## config.mk

```make
export PLATFORM = sky130hd
export DESIGN_NAME = bivec_cell
export DESIGN_NICKNAME = d
export VERILOG_FILES = /design/src/bivec_pkg.sv /design/src/bivec_cell.sv
export SDC_FILE = /design/constraint.sdc
export NUM_CORES = 1
export LEC_CHECK = 0
export BUFFER_PORTS_ARGS = -buffer_cell sky130_fd_sc_hd__buf_2
export CAP_MARGIN = 20
export CORE_MARGIN = 2
export CORE_UTILIZATION = 41
export DETAILED_ROUTE_END_ITERATION = 7
export PLACE_DENSITY_LB_ADDON = 0.2
export SLEW_MARGIN = 20
export SYNTH_ARGS = -nofsm -noshare
export SYNTH_HDL_FRONTEND = slang
export SYNTH_SLANG_ARGS = --single-unit
```

## constraint.sdc

```tcl
create_clock -name clock -period 2.6 [get_ports clock]
set_clock_uncertainty 0.05 [all_clocks]
set_input_delay 0 -clock clock [delete_from_list [all_inputs] [get_ports clock]]
set_output_delay 0 -clock clock [all_outputs]
set_load 0.02 [all_outputs]
```

## src/bivec_pkg.sv

```systemverilog
// ----------------------------------------------------------------------------
// bivec_pkg
// Shared codes, widths, cell control type and read tree sizing functions
// for the bounded integer vector.
// ----------------------------------------------------------------------------
package bivec_pkg;

   localparam int DATA_W           = 32;
   localparam int CMD_W            = 4;
   localparam int POS_W            = 9;
   localparam int COUNT_W          = 9;
   localparam int STATUS_W         = 2;
   localparam int REQ_TDATA_W      = 48;
   localparam int RSP_TDATA_W      = 48;
   localparam int DEFAULT_CAPACITY = 256;

   // fan-in of one read tree node
   localparam int FAN = 16;

   // command codes
   localparam logic [CMD_W-1:0] CMD_APPEND = 4'd0;
   localparam logic [CMD_W-1:0] CMD_REMOVE = 4'd1;
   localparam logic [CMD_W-1:0] CMD_INSERT = 4'd2;
   localparam logic [CMD_W-1:0] CMD_ERASE  = 4'd3;
   localparam logic [CMD_W-1:0] CMD_READ   = 4'd4;
   localparam logic [CMD_W-1:0] CMD_WRITE  = 4'd5;
   localparam logic [CMD_W-1:0] CMD_FIRST  = 4'd6;
   localparam logic [CMD_W-1:0] CMD_LAST   = 4'd7;
   localparam logic [CMD_W-1:0] CMD_CLEAR  = 4'd8;
   localparam logic [CMD_W-1:0] CMD_RESIZE = 4'd9;

   // status codes
   localparam logic [STATUS_W-1:0] ST_OK    = 2'd0;
   localparam logic [STATUS_W-1:0] ST_RANGE = 2'd1;
   localparam logic [STATUS_W-1:0] ST_EMPTY = 2'd2;
   localparam logic [STATUS_W-1:0] ST_FULL  = 2'd3;

   // cell operations
   localparam int CELL_OP_W = 3;
   localparam logic [CELL_OP_W-1:0] CELL_HOLD   = 3'd0;
   localparam logic [CELL_OP_W-1:0] CELL_WRITE  = 3'd1;
   localparam logic [CELL_OP_W-1:0] CELL_INSERT = 3'd2;
   localparam logic [CELL_OP_W-1:0] CELL_ERASE  = 3'd3;
   localparam logic [CELL_OP_W-1:0] CELL_FILL   = 3'd4;

   typedef struct packed {
      logic [CELL_OP_W-1:0] op;
      logic [DATA_W-1:0]    operand;
   } bivec_cell_ctl_type;

   // number of nodes on one tree level, level 0 being next to the leaves
   function automatic int tree_nodes(input int leaves, input int level);
      int m;
      m = leaves;
      for (int i = 0; i <= level; i++) begin
         m = (m + FAN - 1) / FAN;
      end
      return m;
   endfunction

   // number of registered levels down to a single root
   function automatic int tree_levels(input int leaves);
      int m;
      int lv;
      m  = (leaves + FAN - 1) / FAN;
      lv = 1;
      while (m > 1) begin
         m  = (m + FAN - 1) / FAN;
         lv = lv + 1;
      end
      return lv;
   endfunction

endpackage

```

## src/bivec_cell.sv

```systemverilog
// ----------------------------------------------------------------------------
// bivec_cell
// One element of the vector: holds a value, takes its left or right
// neighbor on insert and erase, and offers its value to the read tree.
// ----------------------------------------------------------------------------
module bivec_cell import bivec_pkg::*; #(
   parameter int IDX_W = 10,
   parameter int INDEX = 0
) (
   input  logic               clock,
   input  bivec_cell_ctl_type ctl,
   input  logic [IDX_W-1:0]   pos,
   input  logic [IDX_W-1:0]   lim,
   input  logic [IDX_W-1:0]   raddr,
   input  logic [DATA_W-1:0]  left_val,
   input  logic [DATA_W-1:0]  right_val,
   output logic [DATA_W-1:0]  val,
   output logic [DATA_W-1:0]  rd_val
);

   localparam logic [IDX_W-1:0] MY_IDX = IDX_W'(INDEX);

   logic [DATA_W-1:0] val_ff;
   logic [DATA_W-1:0] val_in;

   always_comb begin
      val_in = val_ff;
      case (ctl.op)
         CELL_WRITE: begin
            if (MY_IDX == pos) val_in = ctl.operand;
         end
         CELL_INSERT: begin
            if (MY_IDX == pos) val_in = ctl.operand;
            else if (MY_IDX > pos) val_in = left_val;
         end
         CELL_ERASE: begin
            if (MY_IDX >= pos) val_in = right_val;
         end
         CELL_FILL: begin
            if (MY_IDX >= lim && MY_IDX < pos) val_in = ctl.operand;
         end
         default: val_in = val_ff;
      endcase
   end

   always_ff @(posedge clock) begin
      val_ff <= val_in;
   end

   assign val    = val_ff;
   assign rd_val = (raddr == MY_IDX) ? val_ff : '0;

endmodule

```

======== Word-level counts from Yosys, hierarchy flattened ========
Index checks and enable logic that the tools add are counted.
operators by class
  magnitude comparators ................... 4
  eq/ne operators ......................... 8
  muxes and demuxes ....................... 7
  reductions and logical operators ........ 5
operators with widths
  operator                                                           number
  2-to-1 mux 32 bit                                                  6
  one-hot mux 32 bit (4 select lines)                                1
  greater-or-equal comparator 1 x 10 -> 1 bit, first input constant  2
  zero test 10 bit                                                   2
  greater-than comparator 1 x 10 -> 1 bit, first input constant      1
  less-than comparator 1 x 10 -> 1 bit, first input constant         1
  equality test 3 x 2 -> 1 bit, second input constant                2
  inequality test 2 bit, second input constant                       3
  AND reduction 5 bit                                                1
  nonzero test 4 bit                                                 1
  equality test 3 x 1 -> 1 bit, second input constant                1
  equality test 3 bit, second input constant                         1
  inequality test 3 bit, second input constant                       1
  logical AND 1 bit                                                  1
storage, ports and cells
  flip-flop bits (word level) ............. 32
  input port bits ......................... 130
  output and inout bits ................... 64
  logic and storage cells ................. 25

======== Depth between registers and ports, before layout ========
Gate-level depths: netlist of run 1.
  depth after elaboration ................. 4
  gate-level depth with buffers ........... 6
  gate-level depth less buffers ........... 3

======== Least setup slack after synthesis of run 1 ========
OpenSTA, ideal clock, no wires.
  path kind ............................... input to register
  start ................................... in pos[6]
  end ..................................... reg val_ff[0], in the netlist val[0], enable pin
  library setup time ...................... 0.390 ns
  data arrival time ....................... 1.864 ns
  required time ........................... 2.160 ns
  path slack .............................. 0.296 ns
  stages .................................. 5
  buffers on the path ..................... 2
  cells stage by stage .................... or4_1 clkbuf_2 clkbuf_1 nor4_1 a41o_1
on the way
  cells in the longest elaborated chain, start to end .. 4
  elaborated cells on any way between the ends .. 10
  those cells by class .................... 3 x order compare; 4 x eq/ne; 3 x reduce/logical
RTL lines
  what                                  line              text
  from (decl)                           bivec_cell.sv:12  input logic [IDX_W-1:0] pos,
  less-than comparator 1 x 10 -> 1 bit  bivec_cell.sv:40  if (MY_IDX >= lim && MY_IDX < pos) val_in = ctl.operand;
  logical AND 1 bit                     bivec_cell.sv:40
  inequality test 2 bit (no line)       --
  AND reduction 5 bit (no line) (*)     --
  to (signal assigned)                  bivec_cell.sv:47  val_ff <= val_in;
  to (decl)                             bivec_cell.sv:23  logic [DATA_W-1:0] val_ff;
Every way passes the cells marked *; elsewhere a longest branch is shown, timed or not.
A chain may end at the register's enable or synchronous reset.

======== Worst setup path after layout of run 1 ========
  start ................................... in pos[4]
  end ..................................... reg val_ff[5], in the netlist val[5], enable pin
The elaborated chain is that of the path after synthesis.

==> metrics.cfg, run 1 <==
[global_routing]
grt_usage_pct = 24.6
grt-ovfl-total = 0
grt_pass1_vias = 2955
grt_pass1_wl_um = 13900
antenna_found_initial = 0
grt_max_degree = 64

[routing]
dr.pass1.iters = 4
vias_per_cell = 5.70
wl_per_cell_um = 16.3
drtIter0Drc = 148
met2_length_um = 4600
drt_wl_total_um = 8880
ant_nets = 0
dr_wl_met3_um = 714
drc = 0
vias = 3106
wirelength_met1_um = 3450
highest_layer = met4

[outcome]
outcome = completed

[timing]
rsz0062_at_grt = false
setup_tns_ns = 0
worst_slew_pin_slew_ns = 0.548
hold_viol_final = 0
period_needed_ns = 1.73
timing.fmax_ghz = 0.579
final-max-slew-violation-count = 0
min_period_over_period_pct = 66.4
maxSlewHeadroom_pct = 63.5
finalSetupViolCount = 0

[setup_path]
worstSetupEndpointType = flip-flop
crit_path_frequent_cell = buf_4
path_class = in2reg
worstPathArrival_ns = 1.70
crit_chain = buf_2 > or2_2 > or3_1 > buf_4 > a41o_1 > buf_4
cp-start-kind = input port
cp_slowest_cell = or2_2
critical_path_peak_fanout = 34
cp.required_ns = 2.58
cpPeakStageDelay_ns = 0.52

[synth]
ys.flop_type = edfxtp_1
yosys.area.top_type = edfxtp_1
async_flop_share_pct = 0
synth.most_common_cell = clkbuf_1
synthCells = 280
synth_cell_types = 26
ys_seq_area_share_pct = 37.1
yosysWarnings = 0
synth_area_per_cell_sq_um = 9.24
netlist_area_sq_um = 2590
synth_edf_count = 32
syn-num-nets = 410
ys_top_cells_by_area = edfxtp_1 37%, and4b_1 12%, o311ai_0 10%
synth_top_area_share_pct = 37.1
ys_ff_latch = 32
synthTopCellsByCount = 34 x clkbuf_1, 33 x and2_1, 32 x edfxtp_1

[clock_network]
cts_max_level = 2
cts.reportedPaths.clkPinSlew_ns = 0.07
cts_buffer_depth = 2
cts_resized = 0
cts_buffers = 5
cts.sinks = 32
cts_tree = built
cts-root-buf = clkbuf_8
post_cts_buffers = 0

[floorplan]
io_pins = 194
core_sq_um = 6030
fp.dieW_um = 83.4
die_y_um = 83.4
dieArea_sq_um = 6960
initial_core_util_pct = 42.9
rows = 28

[placement]
routabilityCongestion = 0.918
dpl_cell_area_sq_um = 3590
io_buffer_count = 193
hpwl_um = 6280

[pwr]
power.switching_w = 0.000310
powerDensity_nw_per_um2 = 339
ir_drop_mv = 0.192
pwr-share-seq_pct = 43.9
p_leak_nw = 1.71
p_clk_share_pct = 35.4
power_frac_comb_pct = 20.7
p_sw_share_pct = 23.8
intPower_w = 0.000995

[layout]
synthToLayoutAreaGrowth_pct = 48.9
final_util_pct = 63.9
design_area_sq_um = 3850
largest_reg_flops = 32
regArea_sq_um = 961
antenna_cells = 0
drive_gt1_share_pct = 45.7
fillerInstances = 509
multi_input_area_sq_um = 1460
fin_nets = 599

[hold_path]
hold_path.class = in2reg

[job]
cap_violations = 0

final cells by class:
class | count | area share (%)
Clock buffer | 5 | 1.79
Sequential cell | 32 | 24.9
Multi-Input combinational cell | 209 | 38.0
Timing Repair Buffer | 221 | 31.9
Tap cell | 75 | 2.44
Clock inverter | 3 | 0.974
kinds of logic (layout without fill, tap and decap cells):
| logic type | after synthesis | after routing | synth area share, % |
|---|---|---|---|
| AO/OA/AOI/OAI | 98 | 98 | 27.1 |
| flip-flops | 32 | 32 | 37.1 |
| AND/OR/NAND/NOR | 111 | 111 | 28.9 |
| buffers and inverters | 39 | 229 | 6.87 |
metal layers:
layer / up-vias / GRT usage, %
met3: 8 / 4.87
met4: 0 / 7.92
met5: - / 0
met1: 1437 / 28.9
li1: 1497 / -
met2: 164 / 44.9
final timing paths:
check | startpoint | end | slack [ns] | cells after the start
max | pos[4] | val[5] | 0.87 | 6
min | ctl[12] | val[12] | 0.005 | 3
what timing repair did:
item                                   4_1_cts  5_1_grt
endpoints found under the hold margin       16        0
hold buffers                                16        0
setup endpoints to repair                    0        0
cell usage in the layout, fill, tap and decap left out, types with 2 or more instances in the layout:
master and instances:
a21oi_1 31, and2_1 33, and4b_1 31, buf_2 193, buf_4 11, clkbuf_8 5, clkinv_1 2, dlygate4sd3_1 16
edfxtp_1 32, nand2_1 31, nor4_1 3, o211ai_1 31, o311ai_0 31, or4_1 4
worst max-delay path: cells and delay by family:
kind | cells | cell delay [ns]
buffers and inverters | 3 | 0.51
AOI/OAI and AO/OA | 1 | 0.20
and+or+nand+nor | 2 | 0.98
per-stage QoR:
stage	worst slack (ns)	hold slack, ns	cells	total power, W
global placement	0.617	0.269	521	0.000828
CTS	0.880	0.0000649	545	0.00131
floorplan	0.296	0.165	280	0.000701
finish	0.873	0.00540	545	0.00131
detailed placement	0.581	0.277	521	0.000833
global route	0.830	0.0118	545	0.00137
power by group through the flow:
stage          clock (W)  sequential (W)  combinational (W)
4_1_cts         0.000467        0.000573           0.000267
3_3_place_gp           0        0.000585           0.000244
6_report        0.000462        0.000573           0.000270
2_1_floorplan          0        0.000585           0.000116
5_1_grt         0.000500        0.000573           0.000297
3_5_place_dp           0        0.000585           0.000248
Note: power is estimated with default switching activity, not from simulation.
==> run 2, diff against run 1 <==
==> constraint.sdc (replaced) <==
create_clock -name clock -period 1.6 [get_ports clock]
set_clock_uncertainty 0.05 [all_clocks]
set_input_delay 0 -clock clock [delete_from_list [all_inputs] [get_ports clock]]
set_output_delay 0 -clock clock [all_outputs]
set_load 0.02 [all_outputs]
==> run 2 against run 1 <==
Effect of this change: sequential power grew 63%; critical endpoint is now rd_val[5]; final cell count grew 2.4%; combinational power grew 72%; hold slack gained 0.0021 ns; first-iteration DRC count shrank 11%; worst setup slack lost 0.81 ns; die area is the same; via count grew 0.19%; design area grew 5.2%; global-route usage grew 1.5 points; routed wire length grew 6.5%.
==> metrics.cfg, run 2 (same netlist as run 1, synthesis figures left out) <==
[outcome]
outcome = completed

[routing]
drtIter0Drc = 132
drc = 0
wirelength_met1_um = 3630
highest_layer = met4
ant_nets = 0
vias = 3112
drt_wl_total_um = 9460
wl_per_cell_um = 16.9
met2_length_um = 5030
dr.pass1.iters = 4
dr_wl_met3_um = 718
vias_per_cell = 5.58

[layout]
synthToLayoutAreaGrowth_pct = 56.6
multi_input_area_sq_um = 1490
regArea_sq_um = 961
final_common_cell = buf_2
layout_common_cells = 193 x buf_2, 33 x and2_1, 32 x edfxtp_1
fillerInstances = 510
drive_gt1_share_pct = 47.4
largest_reg_flops = 32
fin_cells = 558
antenna_cells = 0
fin_nets = 612

[timing]
rsz0062_at_grt = true
holdWs_ns = 0.00753
setup_tns_ns = 0
period_needed_ns = 1.53
worst_slew_pin_slew_ns = 0.375
final-max-slew-violation-count = 0
min_period_over_period_pct = 95.9
timing.fmax_ghz = 0.652
finalSetupViolCount = 0
hold_viol_final = 0
maxSlewHeadroom_pct = 74.7

[pwr]
powerDensity_nw_per_um2 = 528
ir_drop_mv = 0.290
finalPower_w = 0.00214
p_leak_nw = 1.80

[global_routing]
grt_max_degree = 39
grt_pass1_wl_um = 14800
antenna_found_initial = 0
grt_usage_pct = 26.1
grt_pass1_vias = 3031
grt-ovfl-total = 0

[clock_network]
cts.sinks = 32
cts-root-buf = clkbuf_8
cts_buffers = 5
cts_max_level = 2
cts.reportedPaths.clkPinSlew_ns = 0.07
cts_buffer_depth = 2
cts_tree = built

[setup_path]
crit_path_frequent_cell = buf_2
critical_path_peak_fanout = 16
worstSetupEndpointType = primary output
crit_chain = buf_2 > or4_4 > nor4_4 > buf_4 > buf_12 > and2_1 > buf_2
worstPathArrival_ns = 1.48
cpPeakStageDelay_ns = 0.53
cp.required_ns = 1.55
cp-start-kind = input port
cp_slowest_cell = or4_4
path_class = in2out

[floorplan]
io_pins = 194
rows = 28
core_sq_um = 6030
fp.dieW_um = 83.4
dieArea_sq_um = 6960
die_y_um = 83.4
initial_core_util_pct = 42.9

[placement]
dp_cells = 529
io_buffer_count = 193
hpwl_um = 6760
routabilityCongestion = 0.837

[hold_path]
hold_path.class = in2reg

[job]
cap_violations = 0

[run 2: final timing paths]
kind | start | to | slack, ns | cells after the start
worst max-delay path | raddr[5] | rd_val[5] | 0.07 | 7
worst min-delay path | ctl[23] | val[23] | 0.008 | 3
[run 2: routing by layer]
| layer | up-vias | global-route usage [%] |
|---|---|---|
| li1 | 1533 | - |
| met5 | - | 0 |
| met4 | 0 | 6.74 |
| met2 | 160 | 48.2 |
| met3 | 6 | 4.97 |
| met1 | 1413 | 30.9 |
[run 2: power breakdown]
part	internal [W]	switching (W)	leakage [nW]
registers	0.000931	0.000000286	0.280
clock network	0.000453	0.000291	0.0532
logic	0.000251	0.000214	1.46
[run 2: area by class of cell]
class | instances | share of cell area [%]
clock buffers | 5 | 1.70
clock inverters | 3 | 0.926
multi-input cells | 209 | 36.8
flip-flops and latches | 32 | 23.7
well taps | 75 | 2.32
repair buffers | 234 | 34.6
[run 2: what timing repair did]
| item | CTS | global route |
|---|---|---|
| endpoints found under the hold margin | 18 | 1 |
| buffers inserted | 0 | 1 |
| endpoints found under the setup margin | 0 | 20 |
| resized for setup | 0 | 1 |
| hold buffers | 18 | 1 |
[run 2: critical path: cells and delay by family]
kind	cells	cell delay [ns]
buffers and inverters	4	0.59
AND/OR/NAND/NOR	3	0.89
[run 2: through the flow]
stage	area (sq um)	setup slack (ns)	util (%)
2_1_floorplan	2610	-0.194	-
3_3_place_gp	3720	-0.179	61.7
3_5_place_dp	3720	-0.198	61.7
4_1_cts	4010	0.0451	66.5
5_1_grt	4050	-0.00834	67.3
6_report	4050	0.0659	67.3
